File: config.mk
export PLATFORM = sky130hd
export DESIGN_NAME = pcmp_queue
export DESIGN_NICKNAME = d
export VERILOG_FILES = /design/src/pcmp_pkg.sv /design/src/pcmp_queue.sv
export SDC_FILE = /design/constraint.sdc
export NUM_CORES = 1
export LEC_CHECK = 0
export BUFFER_PORTS_ARGS = -buffer_cell sky130_fd_sc_hd__buf_2
export CORE_UTILIZATION = 55
export CTS_CLUSTER_DIAMETER = 50
export DETAILED_ROUTE_END_ITERATION = 10
export PLACE_DENSITY = 0.77
export SYNTH_ARGS = -nofsm -noshare
export SYNTH_HDL_FRONTEND = slang
export SYNTH_SLANG_ARGS = --single-unit
File: constraint.sdc
create_clock -name clk -period 3.1 [get_ports clk]
set_input_delay 0.31 -clock clk [delete_from_list [all_inputs] [get_ports clk]]
set_output_delay 0.31 -clock clk [all_outputs]
set_load 0.1 [all_outputs]
File: src/pcmp_pkg.sv
package pcmp_pkg;

	// Operation codes of an input word
	localparam logic [1:0] OpWrite  = 2'd0;
	localparam logic [1:0] OpRead   = 2'd1;
	localparam logic [1:0] OpRender = 2'd2;
	localparam logic [1:0] OpLoad   = 2'd3;

	// Channel register indexes
	localparam logic [2:0] RegStartLo = 3'd0;
	localparam logic [2:0] RegStartHi = 3'd1;
	localparam logic [2:0] RegLength  = 3'd2;
	localparam logic [2:0] RegVolume  = 3'd3;
	localparam logic [2:0] RegControl = 3'd4;

	localparam logic [7:0] ReadBad      = 8'hFF;
	localparam logic [8:0] RunFull      = 9'd256;
	localparam int         QueueDepth   = 4;
	localparam int         QueuePtrW    = 2;
	localparam int         QueueCountW  = 3;

	// Command handed from the front to the back
	typedef struct packed {
		logic [7:0]       read_data;
		logic [1:0]       busy_mask;
		logic [1:0]       fetch_en;
		logic [1:0][15:0] addr;
		logic [1:0][7:0]  vol;
		logic             mem_we;
		logic [7:0]       mem_byte;
	} cmd_t;

	// Head of the queue as seen by the back
	typedef struct packed {
		logic valid;
		cmd_t cmd;
	} q_head_t;

endpackage

File: src/pcmp_queue.sv
module pcmp_queue (
	input  logic                clk,
	input  logic                arst_n,
	input  logic                push,
	input  pcmp_pkg::cmd_t      push_cmd,
	output logic                full,
	input  logic                pop,
	output pcmp_pkg::q_head_t   head
);

	pcmp_pkg::cmd_t                      entries_q [pcmp_pkg::QueueDepth];
	logic [pcmp_pkg::QueuePtrW-1:0]      wr_ptr_q, rd_ptr_q;
	logic [pcmp_pkg::QueueCountW-1:0]    count_q;

	assign full       = count_q == pcmp_pkg::QueueCountW'(pcmp_pkg::QueueDepth);
	assign head.valid = count_q != '0;
	assign head.cmd   = entries_q[rd_ptr_q];

	always_ff @(posedge clk) begin
		if (push) begin
			entries_q[wr_ptr_q] <= push_cmd;
		end
	end

	always_ff @(posedge clk or negedge arst_n) begin
		if (!arst_n) begin
			wr_ptr_q <= '0;
			rd_ptr_q <= '0;
			count_q  <= '0;
		end else begin
			if (push) begin
				wr_ptr_q <= wr_ptr_q + 1'b1;
			end
			if (pop) begin
				rd_ptr_q <= rd_ptr_q + 1'b1;
			end
			if (push && !pop) begin
				count_q <= count_q + 1'b1;
			end else if (pop && !push) begin
				count_q <= count_q - 1'b1;
			end
		end
	end

endmodule

# Word level (Yosys, flattened, before mapping)
# Memory sizes are Yosys's and may differ from the RTL's.
# Cells that the tools add are included.
# totals
register_bits	7
ram_bits	276
mem_count	1
input_bits	73
romBits	0
latch_bits	0
out_inout_bits	71
elab_cells	19
# classes
bitwise_logic	0
muxes	4
reduce_logical	6
shift	0
order_cmp	0
add_sub_neg	4
n_mul	0
eq_ne	1
n_div	0
# memory_table
memory	words	width	rd	rd_ports_with_merged_regs	wr	line	text
entries_q	4	69	1	0	1	pcmp_queue.sv:11	pcmp_pkg::cmd_t entries_q [pcmp_pkg::QueueDepth];
# ops
op	count
$mux W3	2
$add A2 B1 Y2 const B	2
$add A3 B1 Y3 const B	1
$eq A3 B3 Y1 const B	1
$reduce_bool A3 Y1	1
$sub A3 B1 Y3 const B	1
$logic_and A1 B1 Y1	2
$logic_not A1 Y1	2
$mux W1	2
$reduce_bool A2 Y1	1

# Depth between registers and ports, before layout
# depth
depth_word	4
mapped_depth	7
ltp_nobuf	7

# Worst setup path before layout
# No wires, ideal clock.
# synth_timing
kind	register to output
startpoint	register count_q[0] in the netlist's numbering
endpoint	output full
path_buffers	0
arrival_time_ns	2.647
path_slack_ns	0.143
required_ns	2.790
stages_incl_launch_ff	2
cell_sequence	dfrtp_1 nor3b_1
# synth_via
elab_chain_len	1
# synth_lines
element	line	text
start: declaration	pcmp_queue.sv:13	logic [pcmp_pkg::QueueCountW-1:0] count_q;
start signal: assignment	pcmp_queue.sv:38	count_q <= count_q + 1'b1;
start signal: assignment	pcmp_queue.sv:40	count_q <= count_q - 1'b1;
$eq A3 B3 Y1	pcmp_queue.sv:15	assign full = count_q == pcmp_pkg::QueueCountW'(pcmp_pkg::QueueDepth);
end: declaration	pcmp_queue.sv:6	output logic full,
# No other way between the ends.

==> flow_summary.yaml <==
synthesis:
  synthArstFlopShare: 0.02473
  syn_avg_cell_area_sq_um: 26.40
  synth_cell_types: 20
  synth.net_count: 474
  ys_top_cells_by_area: "edfxtp_1, mux4_2, dfrtp_1"
  synth_compound_area_frac: 0.0004800
  synthSimpleGateAreaFrac: 0.004800
  syn_inst: 395
  ys_top_cells_by_count: "edfxtp_1, mux4_2, buf_12, buf_2, dfrtp_1"
  ys.flop_type: "edfxtp_1"
  synthMuxAreaShare: 0.1505
  synth_seq_area_share: 0.8116
  synth_enable_flop_cells: 276
  synth_most_common_cell: "edfxtp_1"
  syn_area_sq_um: 10430
  yosys.area.top_type_share: 0.7948
  synth_fa_ha_area_frac: 0.007919
  synth_warnings: 0
  synth_xor_area_frac: 0.005040
  synth_top_family_by_area: "multiplexers"
  synth-seq-cells: 283
  yosysTopAreaCell: "edfxtp_1"
drt:
  firstDrtPassIters: 4
  drtIter0Drc: 239
  wl_mm: 19.39
  routedWlPerCell_microns: 21.99
  antenna_left: 0
  via_per_inst: 5.543
  drc: 0
  num_vias: 4889
cts:
  clk_pin_slew_worst_paths_ns: 0.06
  cts_tree: "yes"
  h-tree-depth: 1
  cts_setup_buffers: 0
  cts_sinks: 283
  numCtsBuffers: 29
  cts-root-buf: "clkbuf_16"
  clock_latency_ns: 0.54
  clockBufferDepth: 3
die:
  core_area_sq_um: 18270
  die_x_microns: 139.7
  dieArea_sq_um: 19510
  die_h_microns: 139.7
  initial_core_util: 0.5707
  ios: 144
  fp-row-count: 49
setup_path:
  rr_startpoint: "wr_ptr_q[0]"
  crit_chain: "buf_12, mux4_2, buf_2"
  cp_max_fo: 26
  path_class: "reg -> out"
  startpoint: "rd_ptr_q[0]"
  critPathCaptureType: "output pin"
  arrival_ns: 2.51
  critPathBufInv: 2
  cp.required_ns: 2.79
  cp-start-kind: "flip-flop"
  crit_family: "flip-flops"
  crit_path_max_incr_delay_ns: 0.75
  slowest_stage: "dfrtp_4"
finish:
  drive_gt1_frac: 0.4074
  area_growth_syn_to_layout_pct: 24.97
  num-nets-final: 709
  antennaDiodeCount: 0
sta:
  fmax_ghz: 0.3543
  layout_min_cycle_time_ns: 2.823
  setup_violations: 0
  slew_violations: 0
  fin_crit_sh: 0.9105
  worst_pin_slew_ns: 0.7223
  hold_viol_final: 0
  max-slew-margin-rel: 0.5185
  fin_skew_ns: 0.01535
  timing.setup.tns_ns: 0
  grt_setup_unrepaired: "no"
min_path:
  hold_path.class: "in -> reg"
  min_from: "push_cmd[33]"
outcome:
  status: "complete, no violations"
placed_design:
  io_buffers: 143
  place.gp.congestion: 0.6844
  place_hpwl_mm: 10.75
global_routing:
  antenna_found_initial: 0
  grt_pass1_wl_mm: 30.44
  grt_pass1_vias: 5520
  grtUsageTotal: 0.2085
  grt_max_degree: 46
  grt-ovfl-total: 0
flow_run:
  drv_cap: 0
## placed cells by master (no fill, tap or decap), drive strengths merged, types with 2 or more instances in the layout
| cell type | n |
|---|---|
| dlygate4sd3 | 69 |
| inv | 7 |
| mux4 | 69 |
| clkbuf | 35 |
| xnor2 | 2 |
| nand2 | 2 |
| edfxtp | 276 |
| clkinv | 12 |
| xor2 | 4 |
| buf | 151 |
| dfrtp | 7 |
| bufinv | 4 |
| ha | 5 |
| and2 | 4 |
## layout make-up
class	count	area, sq um
fill	1099	5239
multi-input combinational	92	1769
clock buffer	35	748.2
inverter	4	15.01
tap	229	286.5
clock inverter	19	200.2
timing repair buffer	220	1541
sequential	283	8471
## flip-flops by register name, indices dropped and copies added (netlist names)
register,count
rd_ptr_q,2
wr_ptr_q,2
count_q,3
entries_q,276
## logic make-up after synthesis
family,count (synthesis)
AOI/OAI and AO/OA,1
xor gates and xnor gates,6
adders and majority gates,6
buffers and inverters,20
DFF,283
muxes,70
and+or+nand+nor,9
## repair_timing
item | in CTS | in global routing
endpoints found under the setup margin | 0 | 0
resized for setup | 0 | 0
hold buffers | 69 | 0
endpoints found under the hold margin | 276 | 0
## path summary, 6_finish.rpt
check / to / slack, ns / cells past startpoint
min in group asynchronous: rd_ptr_q[0] / 0.12 / 2
max in group asynchronous: rd_ptr_q[1] / 2.79 / 2
hold / removal: entries_q[3][33] / 0.02 / 1
hold reg to reg: count_q[2] / 0.49 / 1
setup reg to reg: entries_q[2][9] / 1.27 / 4
setup / recovery: head[45] / 0.28 / 3
## worst reg2reg max path, cell delays in order, from the launching register on
cell and delay (ns):
dfrtp_1 0.43, inv_1 0.10, ha_1 0.15, and2_4 0.51, buf_12 0.32
## metrics by stage
step / cells / utilization / hold WS, ns / cell area [sq um] / worst slack [ns]
final: 882 / 0.7133 / 0.01917 / 13030 / 0.2775
after global placement: 759 / 0.6235 / 0.1478 / 11390 / 0.8133
after global routing: 882 / 0.7133 / 0.005782 / 13030 / 0.1375
after floorplan: 395 / - / 0.01441 / 10430 / 0.1428
after detailed placement: 759 / 0.6235 / 0.1480 / 11390 / 0.8092
after CTS: 882 / 0.7133 / 0.003172 / 13030 / 0.2127
## per-layer routing
layer	global-route usage	routed length, microns
met5	0	0
met4	0.05147	352
met3	0.05058	1167
met2	0.3684	10190
met1	0.2604	7678
Power is not shown: default switching activity piles up to over one toggle a cycle in this logic, so the estimate is an artifact.
